File: src/rtl/sgag_pkg.sv
`default_nettype none

package sgag_pkg;

  // view geometry
  localparam int NDIM     = 3;
  localparam int MAX_DIMS = 3;

  // datapath widths
  localparam int ADDR_BITS  = 48;
  localparam int OUT_W      = 48;
  localparam int IDX_W      = 16;
  localparam int STRIDE_W   = 32;
  localparam int BASE_W     = 32;
  localparam int EB_W       = 4;
  localparam int PROD_W     = IDX_W + STRIDE_W;
  localparam int CFG_IDX_W  = 8;
  localparam int CFG_DATA_W = 32;

  // register map
  typedef enum logic [CFG_IDX_W-1:0] {
    REG_BASE_OFFSET   = 8'd0,
    REG_ELEM_BYTES    = 8'd1,
    REG_EXTENT_OUTER  = 8'd2,
    REG_EXTENT_MIDDLE = 8'd3,
    REG_EXTENT_INNER  = 8'd4,
    REG_STRIDE_OUTER  = 8'd5,
    REG_STRIDE_MIDDLE = 8'd6,
    REG_STRIDE_INNER  = 8'd7
  } cfg_reg_t;

  // dimension slots, outer first
  localparam int DIM_OUTER  = 0;
  localparam int DIM_MIDDLE = 1;
  localparam int DIM_INNER  = 2;

  localparam logic [BASE_W-1:0]   RST_BASE       = '0;
  localparam logic [EB_W-1:0]     RST_ELEM_BYTES = EB_W'(4);
  localparam logic [IDX_W-1:0]    RST_EXTENT     = IDX_W'(1);
  localparam logic [STRIDE_W-1:0] RST_STRIDE     = STRIDE_W'(1);

  typedef struct packed {
    logic [BASE_W-1:0]              base;
    logic [EB_W-1:0]                elem_bytes;
    logic [NDIM-1:0][IDX_W-1:0]     extent;
    logic [NDIM-1:0][STRIDE_W-1:0]  stride;
  } cfg_t;

  // one issued element, leaving the odometer
  typedef struct packed {
    logic                        vld;
    logic [NDIM-1:0][IDX_W-1:0]  idx;
    logic [ADDR_BITS-1:0]        count;
    logic                        last;
  } issue_t;

  // only the innermost MAX_DIMS dimensions are walked
  function automatic logic dim_active(input int d);
    return d >= (NDIM - MAX_DIMS);
  endfunction

endpackage

`default_nettype wire

File: src/rtl/sgag_cfg_regs.sv
`default_nettype none

module sgag_cfg_regs import sgag_pkg::*; (
  input  wire logic                  clk,
  input  wire logic                  rst_n,
  input  wire logic                  wr_en,
  input  wire logic [CFG_IDX_W-1:0]  wr_idx,
  input  wire logic [CFG_DATA_W-1:0] wr_data,
  output cfg_t                       cfg
);

  cfg_t cfg_r;
  cfg_t cfg_nxt;

  always_comb begin
    cfg_nxt = cfg_r;
    if (wr_en) begin
      case (wr_idx)
        REG_BASE_OFFSET:   cfg_nxt.base                  = BASE_W'(wr_data);
        REG_ELEM_BYTES:    cfg_nxt.elem_bytes            = EB_W'(wr_data);
        REG_EXTENT_OUTER:  cfg_nxt.extent[DIM_OUTER]     = IDX_W'(wr_data);
        REG_EXTENT_MIDDLE: cfg_nxt.extent[DIM_MIDDLE]    = IDX_W'(wr_data);
        REG_EXTENT_INNER:  cfg_nxt.extent[DIM_INNER]     = IDX_W'(wr_data);
        REG_STRIDE_OUTER:  cfg_nxt.stride[DIM_OUTER]     = STRIDE_W'(wr_data);
        REG_STRIDE_MIDDLE: cfg_nxt.stride[DIM_MIDDLE]    = STRIDE_W'(wr_data);
        REG_STRIDE_INNER:  cfg_nxt.stride[DIM_INNER]     = STRIDE_W'(wr_data);
        default:           cfg_nxt = cfg_r;  // unmapped index, dropped
      endcase
    end
  end

  always_ff @(posedge clk) begin
    if (!rst_n) begin
      cfg_r.base       <= RST_BASE;
      cfg_r.elem_bytes <= RST_ELEM_BYTES;
      for (int d = 0; d < NDIM; d++) begin
        cfg_r.extent[d] <= RST_EXTENT;
        cfg_r.stride[d] <= RST_STRIDE;
      end
    end else begin
      cfg_r <= cfg_nxt;
    end
  end

  assign cfg = cfg_r;

endmodule

`default_nettype wire

File: config.mk
export PLATFORM = sky130hd
export DESIGN_NAME = sgag_cfg_regs
export DESIGN_NICKNAME = d
export VERILOG_FILES = /design/src/rtl/sgag_pkg.sv /design/src/rtl/sgag_cfg_regs.sv
export SDC_FILE = /design/constraint.sdc
export NUM_CORES = 1
export LEC_CHECK = 0
export BUFFER_PORTS_ARGS = -buffer_cell sky130_fd_sc_hd__buf_2
export CORE_AREA = 2 2 122 124
export CTS_BUF_LIST = sky130_fd_sc_hd__clkbuf_8
export DETAILED_ROUTE_END_ITERATION = 10
export DIE_AREA = 0 0 124 126
export GPL_ROUTABILITY_DRIVEN = 0
export PLACE_DENSITY = 0.86
export RECOVER_POWER = 50
export SLEW_MARGIN = 20
export SYNTH_ARGS = -nofsm -noshare
export SYNTH_HDL_FRONTEND = slang
export SYNTH_SLANG_ARGS = --single-unit
File: constraint.sdc
create_clock -name clk -period 1.25 [get_ports clk]
set_input_delay 0.0625 -clock clk [delete_from_list [all_inputs] [get_ports clk]]
set_output_delay 0.0625 -clock clk [all_outputs]
set_load 0.02 [all_outputs]
==> results.md <==
* Status: complete, no violations
* CP Class: in -> reg
* Clock-pin slew on the worst setup and hold paths at 0.10 ns
* Net Sw Power at 2.491 mW
* Synth Instances at 629
* Total track usage at 22.24%
* Nets at 918
* Die ar. at 15,620 µm²
* Root buffer cell: clkbuf_8
* Final Hold Fails at 0
* Total Routed Length at 17,210 µm
* Hold WC Path Type: in -> reg
* Synth Area in Adders at 0%
* First-pass GRT wire length at 26,590 µm
* Routed WL per cell at 16.04 µm
* Pleak at 4.369 nW
* WP data required at 1.64 ns
* PwrDens at 1185 nW/µm²
* Cell Int Power at 7.669 mW
* Pre-Repair DR Iteration Count at 4
* Clock skew at 0 ns
* Largest family of logic cells by synthesized area: multiplexers
* Mux cell area share after synthesis at 27.23%
* Vias at 5,272
* Sequential fraction of the synthesis area at 54.45%
* Worst EP arrival at 1.55 ns
* Vias in the first global route at 5,197
* Placeable Area at 14,310 µm²
* Yosys reg bits at 180
* Max-slew headroom at 72.26%
* CP Capture Type: register
* Top cell type's share of synthesized area at 54.45%
* Max Buffers Root-to-Sink at 2
* Share of power burned in registers at 56.5%
* Sw frac at 24.52%
* Worst Path Buf+Inv at 4
* CP peak stage delay at 0.54 ns
* Initial Util at 46.23%
* Initial DRC Count at 274
* Worst-margin pin slew at 0.4150 ns
* Worst skew pair latency at 0.45 ns
* Final core utilization at 59.88%
* DIE HEIGHT at 126 µm
* Clock Power Share at 38.9%
* Max Fclk at 862.2 MHz
* Maximum number of pins on one net before global-route repair at 39
* Syn Nets at 672
* P&R area growth vs syn at 29.51%
* Drc violations at 0
* Worst path cell trace: dlygate4sd3_1, buf_6, buf_12, clkbuf_2, nand2_1, mux2i_1
* CTS HTree Levels at 4
* Synth Area in Simple Gates at 14.46%
* HPWL Detailed at 11,920 µm
* Synth unique cells at 16
* Post-Route Setup TNS at 0 ns
* Slowest library cell on the worst path: dlygate4sd3_1
* I/O Buffers at 222
* Logic pwr share at 4.6%
* Placement Rows at 44
* Count of final setup violators at 0
* Compound-cell area share of the yosys netlist at 0%
* Num ports at 223
* Max Cap Viol at 0
* Cell class contributing the biggest share of worst-path delay: buffers and inverters
* Layout cells sized above 1 at 23.42%
* Die W at 124 µm
* Initial antenna violation count at 1
* Setup bufs post-CTS at 0
* Grt ovf at 0
* Startpoint types: input pin
* Via-to-Cell Ratio at 4.913
* RSZ-0062 raised after global routing: no
* Final Max Slew Viols at 0
* CTS sink cnt at 180
* Placed instance area at 8085 µm²
* Max reg flops at 180
* Synth area leaders: dfxtp_1 54%, mux2i_1 27%, nand2_1 12%, buf_6 2.0%, clkbuf_1 1.4%
* Post-Synth XOR/XNOR Area at 0%
* Synthesized area per cell at 10.52 µm²
* Num CTS Buffers at 17
* Final min period at 1.160 ns
* Peak supply drop at 847.2 µV
* Cell taking the most area after synthesis: dfxtp_1
* Final period util at 92.78%
* CTS tree: yes
* Yosys Warn Count at 0
* Post-synthesis cell area at 6618 µm²
* Post-layout instance area at 8571 µm²
* Crit path max fanout at 23
* Final ANT Viol Nets at 0
* Final Power at 10.16 mW
## stage by stage
stage	hold slack, ns	cells	setup slack, ns
after floorplan	0.2231	629	-0.02937
after global placement	0.3395	1021	-0.09748
after detailed placement	0.3534	1021	-0.1528
after CTS	0.002103	1072	0.05853
after global routing	0.03130	1073	0.01285
final	0.04289	1073	0.09021
## per-layer routing
| metal | global-route usage (%) | vias up | part of all wire, % |
|---|---|---|---|
| met5 | 0 | - | 0 |
| met1 | 26.25 | 2496 | 42 |
| li1 | - | 2577 | - |
| met4 | 8.592 | 0 | 2.2 |
| met3 | 7.428 | 28 | 6.3 |
| met2 | 37.14 | 171 | 50 |
## power by group through the flow
stage | Sequential, mW | Clock, mW | Combinational [mW]
final | 5.74 | 3.96 | 0.464
after global routing | 5.74 | 4.33 | 0.504
after floorplan | 5.88 | 0 | 0.201
after detailed placement | 5.87 | 0 | 0.417
after CTS | 5.74 | 4.05 | 0.466
after global placement | 5.87 | 0 | 0.415
## final timing paths
kind,startpoint,endpoint,slack (ns),cells after the start
setup / recovery,rst_n,cfg[125],0.09,6
setup reg to reg,cfg[69],cfg[69],0.59,2
hold / removal,wr_data[11],cfg[159],0.04,3
hold reg to reg,cfg[39],cfg[39],0.46,2
## cells in the final DEF, fill, tap and decap left out, drive strengths merged
cell type,synthesis,final
nand2,205,205
mux2i,180,180
dfxtp,180,180
buf,17,165
clkbuf,24,103
dlygate4sd3,0,19
nor2b,11,11
inv,0,9
nand3,4,4
clkinvlp,0,3
and3,2,2
nand4,2,2
diode,0,1
nor4,1,1
nor3b,1,1
nor2,1,1
and3b,1,1
bufinv,0,1
## synth_stat cells, drive strengths merged
library cell and instances:
and3 2, and3b 1, buf 17, clkbuf 24, dfxtp 180, mux2i 180, nand2 205, nand3 4
nand4 2, nor2 1, nor2b 11, nor3b 1, nor4 1
## logic make-up after synthesis
| group | count (synthesis) |
|---|---|
| simple gates | 228 |
| mux | 180 |
| flops | 180 |
| buf+inv | 41 |
## area by class of cell
type	instances	area, µm²
sequential	180	3603
antenna	1	2.502
multi-input combinational	408	2769
fill	1206	5743
clock inverter	13	136.4
tap	184	230.2
clock buffer	19	261.5
timing repair buffer	268	1568
## worst reg2reg max path: stages, from the launching register on
cell	delay (ns)
dfxtp_1	0.34
nand2_1	0.07
mux2i_1	0.18
## repair_timing
| item | CTS | global route |
|---|---|---|
| hold buffers | 19 | 0 |
| endpoints found under the hold margin | 76 | 0 |
| resized for setup | 0 | 1 |
| endpoints found under the setup margin | 0 | 4 |
No activity file was read; power rests on OpenSTA's default activity.
