[src/rtl/sgag_pkg.sv]
`default_nettype none

package sgag_pkg;

  // view geometry
  localparam int NDIM     = 3;
  localparam int MAX_DIMS = 3;

  // datapath widths
  localparam int ADDR_BITS  = 48;
  localparam int OUT_W      = 48;
  localparam int IDX_W      = 16;
  localparam int STRIDE_W   = 32;
  localparam int BASE_W     = 32;
  localparam int EB_W       = 4;
  localparam int PROD_W     = IDX_W + STRIDE_W;
  localparam int CFG_IDX_W  = 8;
  localparam int CFG_DATA_W = 32;

  // register map
  typedef enum logic [CFG_IDX_W-1:0] {
    REG_BASE_OFFSET   = 8'd0,
    REG_ELEM_BYTES    = 8'd1,
    REG_EXTENT_OUTER  = 8'd2,
    REG_EXTENT_MIDDLE = 8'd3,
    REG_EXTENT_INNER  = 8'd4,
    REG_STRIDE_OUTER  = 8'd5,
    REG_STRIDE_MIDDLE = 8'd6,
    REG_STRIDE_INNER  = 8'd7
  } cfg_reg_t;

  // dimension slots, outer first
  localparam int DIM_OUTER  = 0;
  localparam int DIM_MIDDLE = 1;
  localparam int DIM_INNER  = 2;

  localparam logic [BASE_W-1:0]   RST_BASE       = '0;
  localparam logic [EB_W-1:0]     RST_ELEM_BYTES = EB_W'(4);
  localparam logic [IDX_W-1:0]    RST_EXTENT     = IDX_W'(1);
  localparam logic [STRIDE_W-1:0] RST_STRIDE     = STRIDE_W'(1);

  typedef struct packed {
    logic [BASE_W-1:0]              base;
    logic [EB_W-1:0]                elem_bytes;
    logic [NDIM-1:0][IDX_W-1:0]     extent;
    logic [NDIM-1:0][STRIDE_W-1:0]  stride;
  } cfg_t;

  // one issued element, leaving the odometer
  typedef struct packed {
    logic                        vld;
    logic [NDIM-1:0][IDX_W-1:0]  idx;
    logic [ADDR_BITS-1:0]        count;
    logic                        last;
  } issue_t;

  // only the innermost MAX_DIMS dimensions are walked
  function automatic logic dim_active(input int d);
    return d >= (NDIM - MAX_DIMS);
  endfunction

endpackage

`default_nettype wire

[src/rtl/sgag_addr_pipe.sv]
`default_nettype none

module sgag_addr_pipe import sgag_pkg::*; (
  input  wire logic              clk,
  input  wire logic              rst_n,
  input  cfg_t                   cfg,
  input  issue_t                 issue,
  input  wire logic              out_ready,
  output logic                   adv,
  output logic                   out_valid,
  output logic [OUT_W-1:0]       src_byte_addr,
  output logic [OUT_W-1:0]       dst_byte_addr,
  output logic                   out_last
);

  // stage 2: index * stride products, packed count * size
  logic                            s2_vld_r;
  logic [NDIM-1:0][ADDR_BITS-1:0]  s2_prod_r;
  logic [ADDR_BITS-1:0]            s2_dst_r;
  logic                            s2_last_r;
  logic [NDIM-1:0][PROD_W-1:0]     prod;
  logic [ADDR_BITS+EB_W-1:0]       dst_full;

  // stage 3: source element position
  logic                            s3_vld_r;
  logic [ADDR_BITS-1:0]            s3_pos_r;
  logic [ADDR_BITS-1:0]            s3_dst_r;
  logic                            s3_last_r;
  logic [ADDR_BITS-1:0]            pos_nxt;

  // stage 4: output register
  logic                            out_vld_r;
  logic [OUT_W-1:0]                src_r;
  logic [OUT_W-1:0]                dst_r;
  logic                            last_r;
  logic [ADDR_BITS+EB_W-1:0]       src_full;

  // whole pipe moves together unless the result is held
  assign adv = !out_vld_r || out_ready;

  always_comb begin
    for (int d = 0; d < NDIM; d++) begin
      prod[d] = dim_active(d) ? PROD_W'(issue.idx[d]) * PROD_W'(cfg.stride[d]) : '0;
    end
    dst_full = issue.count * cfg.elem_bytes;

    pos_nxt = ADDR_BITS'(cfg.base);
    for (int d = 0; d < NDIM; d++) begin
      pos_nxt = pos_nxt + s2_prod_r[d];
    end

    src_full = s3_pos_r * cfg.elem_bytes;
  end

  always_ff @(posedge clk) begin
    if (!rst_n) begin
      s2_vld_r  <= 1'b0;
      s3_vld_r  <= 1'b0;
      out_vld_r <= 1'b0;
    end else if (adv) begin
      s2_vld_r  <= issue.vld;
      s3_vld_r  <= s2_vld_r;
      out_vld_r <= s3_vld_r;
    end
  end

  always_ff @(posedge clk) begin
    if (adv) begin
      for (int d = 0; d < NDIM; d++) begin
        s2_prod_r[d] <= ADDR_BITS'(prod[d]);
      end
      s2_dst_r  <= dst_full[ADDR_BITS-1:0];
      s2_last_r <= issue.last;

      s3_pos_r  <= pos_nxt;
      s3_dst_r  <= s2_dst_r;
      s3_last_r <= s2_last_r;

      src_r     <= OUT_W'(src_full[ADDR_BITS-1:0]);
      dst_r     <= OUT_W'(s3_dst_r);
      last_r    <= s3_last_r;
    end
  end

  assign out_valid     = out_vld_r;
  assign src_byte_addr = src_r;
  assign dst_byte_addr = dst_r;
  assign out_last      = last_r;

endmodule

`default_nettype wire

[config.mk]
export PLATFORM = sky130hd
export DESIGN_NAME = sgag_addr_pipe
export DESIGN_NICKNAME = d
export VERILOG_FILES = /design/src/rtl/sgag_pkg.sv /design/src/rtl/sgag_addr_pipe.sv
export SDC_FILE = /design/constraint.sdc
export NUM_CORES = 2
export LEC_CHECK = 0
export ABC_AREA = 1
export BUFFER_PORTS_ARGS = -buffer_cell sky130_fd_sc_hd__buf_4
export CAP_MARGIN = 10
export CORE_MARGIN = 2
export CORE_UTILIZATION = 65
export DETAILED_ROUTE_END_ITERATION = 10
export PLACE_DENSITY = 0.87
export SYNTH_ARGS = -nofsm -noshare
export SYNTH_HDL_FRONTEND = slang
export SYNTH_SLANG_ARGS = --single-unit
[constraint.sdc]
create_clock -name clk -period 10.6 [get_ports clk]
set_input_delay 0 -clock clk [delete_from_list [all_inputs] [get_ports clk]]
set_output_delay 0 -clock clk [all_outputs]
set_load 0.005 [all_outputs]
==> flow_summary.json <==
{
  "status": "complete, no violations",
  "fmax_mhz": 190,
  "cp_max_fo": 16,
  "finalCriticalPeriod_ns": 5.26,
  "synth-simple-area-share_pct": 23.3,
  "synthAdderAreaFrac_pct": 43.3,
  "hold_slack_ns": 0.0796,
  "final_common_cell": "nand2_1",
  "drtAntennaViolNets": 0,
  "final_cell_mix": "nand2_1, inv_1, fa_1, ha_1, nor2_1",
  "rsz0062_at_grt": "no",
  "reg2reg_from": "s2_prod_r[1]",
  "fin_ws_ns": 5.34,
  "drt_iter0_markers": 5939,
  "grt_pass1_vias": 74600,
  "startpoint": "cfg[0]",
  "syn2layout_area_growth_pct": 5.72,
  "cts_tree": "built",
  "yosysTopAreaCell": "fa_1",
  "cts_inserted_buffers": 43,
  "ys_types": 33,
  "num-fill-cells": 10500,
  "start_kind": "input pin",
  "drive_gt1_share_pct": 5.01,
  "initial_core_util_pct": 65.5,
  "drc": 0,
  "cts_buffer_depth": 3,
  "fin_tns_setup_ns": 0,
  "required_ns": 10.91,
  "grt_pass1_wl_um": 379000,
  "cts_resized": 0,
  "design.core.area_um2": 129000,
  "cts_sinks": 390,
  "synth_area_leaders": "fa_1, nand2_1, inv_1",
  "synth_cells": 11500,
  "synth.avg_cell_area_um2": 7.37,
  "postCtsSetupBuffers": 0,
  "synthMuxAreaShare_pct": 0,
  "port-buffer-count": 331,
  "yosys.area_share.xor_xnor_pct": 1.68,
  "cts-root-buf": "clkbuf_16",
  "critPathKind": "in2reg",
  "hold_violations": 0,
  "synth_top_area_share_pct": 35.7,
  "viasPerCell": 5.35,
  "dp_hpwl_um": 194000,
  "min_period_over_period_pct": 49.7,
  "dieHeight_um": 365,
  "dr.pass1.iters": 6,
  "clock_skew_ns": 0.0420,
  "num_vias": 71100,
  "setup_viol": 0,
  "insertion_delay_ns": 0.63,
  "syn_area_um2": 84800,
  "place_congestion": 1.02,
  "ys.warnings.count": 0,
  "wl_per_cell_um": 17.7,
  "syn_nets": 13800,
  "rows": 132,
  "pre_cts_slack_ns": 4.97,
  "end_kind": "flip-flop",
  "min_path_cells": 4,
  "cp.arrival_ns": 5.58,
  "slew_viol_final": 0,
  "reg2reg_to": "s3_pos_r[41]",
  "max_slew_margin_pct": 24.0,
  "gr-total-overflow": 0,
  "synth-seq-area-share_pct": 13.8,
  "ff2ff_setup_slack_ns": 7.13,
  "hp-class": "in2reg",
  "hold_path_startpoint": "cfg[1]",
  "holdPathEnd": "s2_prod_r[1]",
  "maxCapViolCount": 0,
  "finalNetCount": 13800,
  "track_usage_pct": 36.2,
  "postRouteWirelength_um": 235000,
  "synth_seq_cells": 390,
  "worst_pin_slew_ns": 1.14,
  "io_pins": 380,
  "synth_top_family_by_area": "adder cells",
  "synth_compound_area_share_pct": 1.45,
  "grt_antenna_before_repair": 10,
  "clkTransAtPathRegs_ns": 0.07,
  "grt_max_degree": 109,
  "utilization_pct": 69.2,
  "ff2ff_path_depth": 15,
  "dieArea_um2": 133000,
  "h-tree-depth": 2,
  "die_w_um": 365
}
[kinds of logic after synthesis]
| kind of cell | count (synthesis) |
|---|---|
| adder cells (fa/ha/maj) | 2029 |
| flip-flops | 390 |
| buffers and inverters | 3726 |
| XOR/XNOR | 163 |
| AND/OR/NAND/NOR | 4974 |
| AO/OA/AOI/OAI | 224 |
[synth_stat cells (all sizes together)]
library cell / number
nand2: 4123
inv: 3349
fa: 1511
ha: 518
nor2: 491
edfxtp: 387
clkbuf: 361
nand3: 274
a21oi: 164
xor2: 135
nand4: 34
o21bai: 29
xnor2: 28
nor3: 26
a31oi: 20
buf: 16
nor4: 9
o21ai: 8
and2: 6
nand3b: 6
or2: 5
dfxtp: 3
a21o: 2
o21a: 1
[stage by stage]
step                cell area (um2)  cells
floorplan                     84800  11500
global placement              88100  13200
detailed placement            88100  13200
CTS                           89600  13300
global route                  89600  13300
finish                        89600  13300
[per-layer routing]
metal  vias to the layer above  global-route usage, %  routed length [um]
met5                         -                      0                  60
met4                        10                   16.9               12500
met3                       961                   6.50               22400
met2                      3691                   61.8              115000
met1                     33900                   44.8               85600
li1                      32500                      -                   -
[layout make-up]
cell class | instances | area, um2 | share of cell area [%]
multi-input combinational | 7390 | 59100 | 65.9
inverter | 3349 | 12600 | 14.0
sequential | 390 | 11700 | 13.0
timing repair buffer | 349 | 2660 | 2.96
tap | 1742 | 2180 | 2.43
clock buffer | 47 | 1090 | 1.22
clock inverter | 29 | 328 | 0.366
antenna | 4 | 10.0 | 0.0112
[critical path, cell delays in order]
cell and delay (ns):
dlygate4sd3_1 0.53, buf_4 0.28, nand2_1 0.11, fa_1 0.48, fa_1 0.50, inv_1 0.05, fa_1 0.54, fa_1 0.45
fa_1 0.53, inv_1 0.06, fa_1 0.50, inv_1 0.05, ha_1 0.40, nand2_1 0.13, nor2_1 0.27, nand2_1 0.08
nor2_1 0.09, nand2_1 0.07, nand3_2 0.13, nand2_1 0.11, nand3_1 0.09, nand2_1 0.14
[sequential cells by signal (all words and copies together), names as in the netlist]
signal and count:
s2_dst_r 48, s2_vld_r 1, s3_pos_r 48, s3_vld_r 1, s2_prod_r 144, s3_dst_r 48
out_last 1, out_valid 1, s2_last_r 1, dst_byte_addr 48, src_byte_addr 48, s3_last_r 1
[timing repair]
action | in CTS | in global routing
setup endpoints to repair | 0 | 0
hold buffers | 14 | 0
endpoints found under the hold margin | 11 | 0
[worst max-delay path by stage]
| stage | to | depth (start not counted) |
|---|---|---|
| 6_report | s2_prod_r[40] | 22 |
| 2_1_floorplan | dst_byte_addr[0] | 3 |
| 3_3_place_gp | s2_prod_r[40] | 23 |
| 3_5_place_dp | s2_prod_r[40] | 23 |
| 4_1_cts | s2_prod_r[40] | 22 |
| 5_1_grt | s2_prod_r[40] | 22 |
Power is not shown: default switching activity piles up to over one toggle a cycle in this logic, so the estimate is an artifact.
