==> config.mk <==
export PLATFORM = sky130hd
export DESIGN_NAME = sgag_odometer
export DESIGN_NICKNAME = d
export VERILOG_FILES = /design/src/rtl/sgag_pkg.sv /design/src/rtl/sgag_odometer.sv
export SDC_FILE = /design/constraint.sdc
export NUM_CORES = 1
export LEC_CHECK = 0
export BUFFER_PORTS_ARGS = -buffer_cell sky130_fd_sc_hd__buf_2
export CAP_MARGIN = 20
export CELL_PAD_IN_SITES_DETAIL_PLACEMENT = 1
export CELL_PAD_IN_SITES_GLOBAL_PLACEMENT = 2
export CORE_UTILIZATION = 39
export DETAILED_ROUTE_END_ITERATION = 6
export PLACE_DENSITY = 0.93
export SYNTH_ARGS = -nofsm -noshare
export SYNTH_HDL_FRONTEND = slang
export SYNTH_SLANG_ARGS = --single-unit
==> constraint.sdc <==
create_clock -name clk -period 14.3 [get_ports clk]
set_input_delay 1.43 -clock clk [delete_from_list [all_inputs] [get_ports clk]]
set_output_delay 1.43 -clock clk [all_outputs]
set_load 0.02 [all_outputs]
==> src/rtl/sgag_pkg.sv <==
`default_nettype none

package sgag_pkg;

  // view geometry
  localparam int NDIM     = 3;
  localparam int MAX_DIMS = 3;

  // datapath widths
  localparam int ADDR_BITS  = 48;
  localparam int OUT_W      = 48;
  localparam int IDX_W      = 16;
  localparam int STRIDE_W   = 32;
  localparam int BASE_W     = 32;
  localparam int EB_W       = 4;
  localparam int PROD_W     = IDX_W + STRIDE_W;
  localparam int CFG_IDX_W  = 8;
  localparam int CFG_DATA_W = 32;

  // register map
  typedef enum logic [CFG_IDX_W-1:0] {
    REG_BASE_OFFSET   = 8'd0,
    REG_ELEM_BYTES    = 8'd1,
    REG_EXTENT_OUTER  = 8'd2,
    REG_EXTENT_MIDDLE = 8'd3,
    REG_EXTENT_INNER  = 8'd4,
    REG_STRIDE_OUTER  = 8'd5,
    REG_STRIDE_MIDDLE = 8'd6,
    REG_STRIDE_INNER  = 8'd7
  } cfg_reg_t;

  // dimension slots, outer first
  localparam int DIM_OUTER  = 0;
  localparam int DIM_MIDDLE = 1;
  localparam int DIM_INNER  = 2;

  localparam logic [BASE_W-1:0]   RST_BASE       = '0;
  localparam logic [EB_W-1:0]     RST_ELEM_BYTES = EB_W'(4);
  localparam logic [IDX_W-1:0]    RST_EXTENT     = IDX_W'(1);
  localparam logic [STRIDE_W-1:0] RST_STRIDE     = STRIDE_W'(1);

  typedef struct packed {
    logic [BASE_W-1:0]              base;
    logic [EB_W-1:0]                elem_bytes;
    logic [NDIM-1:0][IDX_W-1:0]     extent;
    logic [NDIM-1:0][STRIDE_W-1:0]  stride;
  } cfg_t;

  // one issued element, leaving the odometer
  typedef struct packed {
    logic                        vld;
    logic [NDIM-1:0][IDX_W-1:0]  idx;
    logic [ADDR_BITS-1:0]        count;
    logic                        last;
  } issue_t;

  // only the innermost MAX_DIMS dimensions are walked
  function automatic logic dim_active(input int d);
    return d >= (NDIM - MAX_DIMS);
  endfunction

endpackage

`default_nettype wire

==> src/rtl/sgag_odometer.sv <==
`default_nettype none

module sgag_odometer import sgag_pkg::*; (
  input  wire logic                        clk,
  input  wire logic                        rst_n,
  input  wire logic                        adv,
  input  wire logic                        take,
  input  wire logic                        restart,
  input  wire logic [NDIM-1:0][IDX_W-1:0]  extent,
  output issue_t                           issue
);

  logic [NDIM-1:0][IDX_W-1:0] dim_index_r, dim_index_nxt;
  logic [ADDR_BITS-1:0]       count_r, count_nxt;
  issue_t                     issue_r, issue_nxt;

  logic [NDIM-1:0][IDX_W-1:0] idx_cur;
  logic [ADDR_BITS-1:0]       count_cur;
  logic [NDIM-1:0][IDX_W-1:0] eff_ext;
  logic [NDIM-1:0]            at_end;
  logic                       last;
  logic                       carry;

  always_comb begin
    idx_cur   = restart ? '0 : dim_index_r;
    count_cur = restart ? '0 : count_r;

    // zero extent and unused dimensions count as extent one
    for (int d = 0; d < NDIM; d++) begin
      eff_ext[d] = (!dim_active(d) || (extent[d] == '0)) ? IDX_W'(1) : extent[d];
      at_end[d]  = ((IDX_W+1)'(idx_cur[d]) + (IDX_W+1)'(1)) >= (IDX_W+1)'(eff_ext[d]);
    end
    last = &at_end;

    // innermost digit first; an overrun digit wraps like one at its end
    carry         = 1'b1;
    dim_index_nxt = idx_cur;
    for (int d = NDIM - 1; d >= 0; d--) begin
      if (carry) begin
        if (!at_end[d]) begin
          dim_index_nxt[d] = idx_cur[d] + IDX_W'(1);
          carry            = 1'b0;
        end else begin
          dim_index_nxt[d] = '0;
        end
      end
    end
    count_nxt = last ? '0 : count_cur + ADDR_BITS'(1);

    issue_nxt.vld   = take;
    issue_nxt.idx   = idx_cur;
    issue_nxt.count = count_cur;
    issue_nxt.last  = last;
  end

  always_ff @(posedge clk) begin
    if (!rst_n) begin
      dim_index_r <= '0;
      count_r     <= '0;
    end else if (take) begin
      dim_index_r <= dim_index_nxt;
      count_r     <= count_nxt;
    end
  end

  always_ff @(posedge clk) begin
    if (!rst_n) begin
      issue_r.vld <= 1'b0;
    end else if (adv) begin
      issue_r <= issue_nxt;
    end
  end

  assign issue = issue_r;

endmodule

`default_nettype wire

==> results of run 1 <==
area by class of cell:
cell class              instances  share of cell area, %
multi-input cells             778                   42.6
repair buffers                157                   6.69
well taps                     335                   3.48
flip-flops and latches        194                   40.3
inverters                      75                   2.34
clock buffers                  18                   3.56
clock inverters                14                   1.05
per-layer routing:
metal / wire, um / vias to the layer above
met1: 13500 / 4345
met5: 0 / -
li1: - / 4198
met2: 14300 / 198
met3: 1090 / 32
met4: 437 / 0
metrics by stage:
stage	cell area, um^2	util [%]
3_5_place_dp	11500	43.8
6_report	12000	45.9
4_1_cts	12000	45.9
3_3_place_gp	11500	43.8
5_1_grt	12000	45.9
2_1_floorplan	10500	-
kinds of logic after synthesis:
logic type | Yosys count | synth area share [%]
XOR/XNOR | 51 | 4.27
AND/OR/NAND/NOR | 472 | 24.2
buffers and inverters | 121 | 4.63
multiplexers | 22 | 2.27
flip-flops | 194 | 46.4
AO/OA/AOI/OAI | 181 | 12.0
adder cells (fa/ha/maj) | 52 | 6.22
worst max-delay path, cell delays in order:
cell	delay [ps]
sky130_fd_sc_hd__buf_4	250
sky130_fd_sc_hd__inv_1	450
sky130_fd_sc_hd__nand2_1	130
sky130_fd_sc_hd__inv_1	130
sky130_fd_sc_hd__ha_1	240
sky130_fd_sc_hd__and3_1	230
sky130_fd_sc_hd__and4_1	370
sky130_fd_sc_hd__nand3_1	210
sky130_fd_sc_hd__nor2_1	170
sky130_fd_sc_hd__xor2_1	260
sky130_fd_sc_hd__ha_1	300
sky130_fd_sc_hd__o211ai_1	140
sky130_fd_sc_hd__nor3_1	90
sky130_fd_sc_hd__a221oi_1	360
sky130_fd_sc_hd__nand3_1	340
sky130_fd_sc_hd__o221ai_4	230
sky130_fd_sc_hd__buf_4	470
sky130_fd_sc_hd__nand2_1	310
sky130_fd_sc_hd__a211oi_1	310
cell usage in the layout, fill, tap and decap left out, drive strengths merged, types with 26 or more instances in the layout:
cell type  instances
buf              157
nand2            113
dfxtp             97
edfxtp            97
nor2              84
inv               80
nor2b             70
nand3             55
ha                52
a21oi             48
o21ai             34
a22oi             28
xnor2             26
nand4             26
how the worst min path moves through the flow:
stage / to / slack [ps] / cells after the start
after floorplan: dim_index_r[24]$_SDFFE_PN0P_ / 440 / 2
after global placement: dim_index_r[43]$_SDFFE_PN0P_ / 450 / 2
after detailed placement: dim_index_r[30]$_SDFFE_PN0P_ / 460 / 2
after CTS: dim_index_r[30]$_SDFFE_PN0P_ / 480 / 2
after global routing: dim_index_r[43]$_SDFFE_PN0P_ / 500 / 2
final: dim_index_r[30]$_SDFFE_PN0P_ / 470 / 2
state kept, by name, indices dropped and copies added, names as in the netlist:
signal / cells
issue: 98
count_r: 48
dim_index_r: 48
power by group:
part | internal [uW] | switching (uW) | total [uW]
Clock | 243 | 225 | 468
Sequential | 595 | 4.19 | 599
Combinational | 25.3 | 62.3 | 87.6
Total | 863 | 292 | 1150
==> metrics list, run 1 <==
- Across all hold checks on the routed design, the worst slack comes to 472 ps.
- Summing over every cut layer, the via total after detailed routing is just under 9,000.
* Number of setup violations in the final report: 0
* Fraction of layout instances using a drive strength above 1: ~18%
- The setup path with the least slack is of type primary input to flop.
* Areal power density over the cells: approximately 96 nW/um^2
- In the final layout, flip-flops and latches occupy about 4900 um^2.
- Critical Path Source: restart
- Kind of end point of the critical path: flop
* Reg2Reg Capture Point: count_r[15]$_SDFFE_PN0P_
- Counting flops with a built-in enable in the synthesized netlist gives between 90 and 100.
- At the pin with the least slew margin, the transition time is around 830 ps.
* Failing checks: DRC
- Sequential share of the synthesized area: a little under half
* Number of different library cells in the post-synthesis netlist: 74
- In this run the worst setup path terminates at count_r[15]$_SDFFE_PN0P_.
- Net Count, Synth: between 1,000 and 1,500
* Fin worst setup slack: between 8000 and 9000 ps
- Vertical die dimension: 166 um
- Outcome: finished with violations
* Vias in the first global route: approximately 9,000
- Cell with the most instances after synthesis: sky130_fd_sc_hd__nand2_1
* Antenna Cells: 0
- Summing all multi-input logic gate instances after layout gives between 5000 and 6000 um^2.
- In this run the most used layer during global routing was met2.
- Placement Rows: just under 60
- Timing analysis after detailed placement gives a worst setup slack of 7790 ps.
* Number of nets with antenna violations after detailed routing: 0
* Avg Vias per Cell: ~5.6
- Worst slew margin: between 40 and 50%
- At the worst endpoint, the arrival time is approximately 6500 ps.
- Total Nets Final: 1,328
* Final Power: ~1200 uW
* Number of CTS-inserted buffers: 17
- Maxcap violations: 0
- Half-perimeter wire length after placement: between 20,000 and 25,000 um
- The tree built by TritonCTS fans out to around 190 sinks.
* Setup repair after global routing missed its margin: no
- Excluding fillers, the count of instances in the completed layout stands at 1,571.
* Count of input and output buffers: 150
* Hold-fix buffer count after cts: 0
- Global-route met3 utilization: 3.12%
- For this block, the routed nets add up to between 20,000 and 30,000 um of wire.
- Starting Density: about two fifths
- At the later pin of the worst-skew pair, clock insertion delay measures approximately 440 ps.
- Depth of the worst register-to-register path: 16
* Floorplan Core Area: around 26,000 um^2
* Cell Area, Synth: about 10,000 um^2
- TritonCTS built the clock tree.
* Die Footprint: roughly 27,000 um^2
- Boundary pin count: roughly 150
- IR Drop Worst-Case VDD: ~0.072 mV
* Total setup buffers inserted after CTS: 0
* Pin count of the biggest net entering global routing: 76
- Dividing the synthesized area by the synthesized cell count gives approximately 9.6 um^2.
- Number of design rule violations left after detail routing: 10
* Total count of hold-check failures in the final report: 0
- The worst path needs between 6000 and 7000 ps of the cycle, external delays included.
- Global routing consumed, over all layers together, between 20% and 30% of the routing resources.
- Fin. max-slew vios: 0
- For this run, global-route usage on met2 was measured as between 30% and 40%.
- After global routing the overflow that remains totals 0.
- Number of instances in the placed design: approximately 1,500
- For this run, asynchronously set or reset flops after synthesis account for 0%.
- Fill cell instance count of the final layout: between 3,000 and 4,000
- Hold path startpoint: dim_index_r[30]$_SDFFE_PN0P_
- DR iter-0 viols: between 400 and 500
- Warning count from the yosys run: 0
- On the final layout, the worst clock skew is between 10 and 15 ps.
- Counting flops and latches in the post-synthesis netlist gives between 150 and 200.
- Counting along the longest clock path gives a buffer depth of 2.
* Final Cycle Share: between 40% and 50%
- The first global-routing pass estimated 47,900 um of wire.
- Highest Clock Rate: about 160 MHz
- Library cell occupying the most area in the post-synthesis netlist: sky130_fd_sc_hd__edfxtp_1
* Number of instances resized during post-cts repair: 0
- The H-tree generated during clock tree synthesis spans 4 levels.
- In this run the worst hold path is classified as flop to flop.
- Chip Width: 166 um
* Met1 global-route usage: between 20 and 30%
- Synthesis-to-finish area growth: 15.1%
- Worst Path Max Fanout: 45
- Clock edge transition at the registers on the reported setup and hold paths: about 70 ps
- Placer Congestion: between 0.8 and 0.9
- Gate count of the mapped netlist: 1,093
- Root cell of the clock tree: sky130_fd_sc_hd__clkbuf_16
* Critical R2R Launch: dim_index_r[17]$_SDFFE_PN0P_
- For the worst setup path, the data required time is ~15,000 ps.
* Commonest cells in the netlist: sky130_fd_sc_hd__nand2_1, sky130_fd_sc_hd__dfxtp_1, sky130_fd_sc_hd__edfxtp_1, sky130_fd_sc_hd__nor2_1, sky130_fd_sc_hd__inv_1
* DR pass1 iterations: 6
- STA classifies the critical path startpoint as a primary input.
- After synthesis, the largest area contributor takes up between 20% and 30% of total cell area.
* Final-layout setup total negative slack: 0 ps
* Leakage power of the design: 0.00484 uW
- Yosys attributes the largest share of cell area to sky130_fd_sc_hd__edfxtp_1, sky130_fd_sc_hd__dfxtp_1, sky130_fd_sc_hd__ha_1, sky130_fd_sc_hd__nor2b_1, sky130_fd_sc_hd__nand2_1.
- Antenna violations before repair: 0
- For this run, the leading register cell type out of synthesis is sky130_fd_sc_hd__edfxtp_1.
- Dividing the detail-routed wire length by the instance count gives between 15 and 20 um.
- The setup check on the worst reg-to-reg path leaves a slack of between 9000 and 10,000 ps.
Note: power is estimated with default switching activity, not from simulation.
==> run 2, diff against run 1 <==
- CORE_UTILIZATION: 39 -> 33
- PLACE_DENSITY: 0.93 -> 0.84
- clock period: 14.3 -> 5.2 ns (I/O delays scaled with it)
==> run 2 against run 1 <==
Critical path depth is 2 lower; global-route usage is 2.9 points lower; setup slack worse by 7500 ps; largest cell class unchanged; sequential power grew to 2.8 times the previous value; the flow now finishes without violations; total power grew to 2.8 times the previous value; non-clock buffer count is 10 higher; utilization is 6.3 points lower; register-to-register slack worse by 8700 ps; die area is 18% higher; largest power group unchanged.
==> metrics list, run 2 (same netlist as run 1, synthesis figures left out) <==
* Outcome: complete, no violations
- Pin count of the biggest net entering global routing: 69
* Fill cell instance count of the final layout: around 3,600
- The sequential cells in the finished layout cover a total of between 4000 and 5000 um^2.
- Final Power: about 3300 uW
- The via count of the first global-routing pass was roughly 9,000.
- WL final: 30,400 um
- Headroom to the max-slew limit came out at a little under two fifths.
- IR Drop Worst-Case VDD: approximately 0.21 mV
* Vias: between 8,000 and 9,000
* Floorplan Core Area: a little over 30,000 um^2
- TritonCTS created 17 clock buffers.
- Boundary pin count: 151
- Vertical die dimension: ~180 um
- Number of instances resized during post-cts repair: 0
- Maxcap violations: 0
* Leading cell type in the layout, fill and taps excluded: sky130_fd_sc_hd__buf_2
- The net count of the finished layout is approximately 1,300.
- Avg Vias per Cell: roughly 5.3
- In this run the core area contains between 60 and 70 standard-cell rows.
- Cells with a size suffix above 1 make up slightly below 20% of the layout.
- Areal power density over the cells: 266 nW/um^2
- The library cells used most frequently in the layout, excluding fill and tap cells, are sky130_fd_sc_hd__buf_2, sky130_fd_sc_hd__nand2_1, sky130_fd_sc_hd__dfxtp_1, sky130_fd_sc_hd__edfxtp_1, sky130_fd_sc_hd__nor2_1.
- Number of setup violations in the final report: 0
- Leakage power of the design: about 0.0049 uW
- Kind of end point of the critical path: flop
- Antenna violations before repair: 0
- The finished layout holds around 1,600 standard cells, fillers aside.
- At the pin with the least slew margin, the transition time is roughly 950 ps.
* Highest Clock Rate: ~220 MHz
* Root cell of the clock tree: sky130_fd_sc_hd__clkbuf_16
- Data required time of the critical path: about 5600 ps
* Maximum count of clock buffers along a single path: 2
- Setup total negative slack on the finished layout was measured at 0 ps.
* H-tree levels: 4
- Die Footprint: about 32,000 um^2
- DR pass1 iterations: 4
- Relative to the synthesized area, the layout overhead comes to 17.1%.
- The worst setup path is launched from a primary input.
* Count of input and output buffers: 150
- Post-layout min period: roughly 4500 ps
- The count of final hold-check violations came to 0.
* Placer Congestion: roughly 0.79
- Number of nets with antenna violations after detailed routing: 0
* Critical path arrival: just under 5000 ps
- Setup repair after global routing missed its margin: no
- Total setup buffers inserted after CTS: 0
* Max reg flops: 98
- Final Cycle Share: between 80 and 90%
- All-layer global routing usage: between 10% and 20%
* TritonCTS clock tree: built
- Once detailed placement completed, the half-perimeter wirelength came to approximately 22,000 um.
- Global-route wire length before repair: 48,800 um
- Final Util: 39.6%
* CP Class: primary input to flop
- For this run the aggregate overflow at the end of global routing stands at 0.
- In the routed design, unresolved DRC markers number 0.
- Starting Density: around a third
- DR iter-0 viols: 447
- Antenna Cells: 0
- Chip Width: ~180 um
- Hold-fix buffer count after cts: 0
* Source-to-sink clock delay at the later pin of the worst-skew pair: roughly 450 ps
- Final routed wire length divided by cell count: ~19 um
- Number of sinks driven by the clock tree: 194
- Worst clock skew: 20.3 ps
* Clock edge transition at the registers on the reported setup and hold paths: 90 ps
* Worst Path Max Fanout: 45
- The number of max-slew violations in the final report came to 0.
* Number of instances in the placed design: 1,610
- Class of the worst hold path: primary input to flop
* Area of combinational cells with multiple inputs: between 5000 and 6000 um^2
run 2: cell types whose count changed in the layout (fill, tap and decap cells not counted), sizes merged:
cell / change
buf: +10
inv: +8
clkinv: -5
clkinvlp: -2
bufinv: -1
run 2: layer usage:
layer	track usage [%]	up-vias	wire [um]
li1	-	4207	-
met3	2.41	24	853
met1	25.0	4261	14500
met2	32.3	167	14700
met5	0	-	0
met4	5.09	0	351
run 2: critical path, cell delays in order:
cell	delay (ps)
sky130_fd_sc_hd__buf_4	180
sky130_fd_sc_hd__buf_12	200
sky130_fd_sc_hd__nor2b_1	340
sky130_fd_sc_hd__ha_1	310
sky130_fd_sc_hd__nand4b_1	120
sky130_fd_sc_hd__nor2_1	180
sky130_fd_sc_hd__nand3_1	190
sky130_fd_sc_hd__nor2_1	210
sky130_fd_sc_hd__xor2_1	210
sky130_fd_sc_hd__ha_1	270
sky130_fd_sc_hd__a21oi_1	130
sky130_fd_sc_hd__o21ai_0	100
sky130_fd_sc_hd__a221oi_1	450
sky130_fd_sc_hd__o211ai_2	450
sky130_fd_sc_hd__o21ai_1	360
sky130_fd_sc_hd__and2_0	430
sky130_fd_sc_hd__a22o_1	210
run 2: path summary, 6_finish.rpt:
kind / start / end / slack, ps / cells past startpoint
max: restart / dim_index_r[19]$_SDFFE_PN0P_ / 700 / 17
min: adv / issue[97]$_SDFFE_PN0P_ / 360 / 3
max reg2reg: dim_index_r[32]$_SDFFE_PN0P_ / dim_index_r[19]$_SDFFE_PN0P_ / 810 / 15
min reg2reg: dim_index_r[30]$_SDFFE_PN0P_ / dim_index_r[30]$_SDFFE_PN0P_ / 480 / 2
run 2: area by class of cell:
class | instances | area share [%]
multi-input combinational | 778 | 41.8
sequential | 194 | 39.6
timing repair buffer | 167 | 7.39
tap | 396 | 4.04
clock buffer | 18 | 3.58
inverter | 75 | 2.30
clock inverter | 14 | 1.23
run 2: where the power goes:
group          leakage [uW]  internal, uW  switching, uW
Clock              0.000295           665            701
Sequential          0.00161          1640           12.3
Combinational       0.00303          72.3            173
Total               0.00494          2370            887
run 2: through the flow:
step | setup slack [ps] | instance area, um^2 | hold slack [ps]
2_1_floorplan | 171 | 10500 | 439
3_3_place_gp | 326 | 11700 | 450
3_5_place_dp | 254 | 11700 | 470
4_1_cts | 723 | 12300 | 343
5_1_grt | 341 | 12300 | 354
6_report | 703 | 12300 | 357
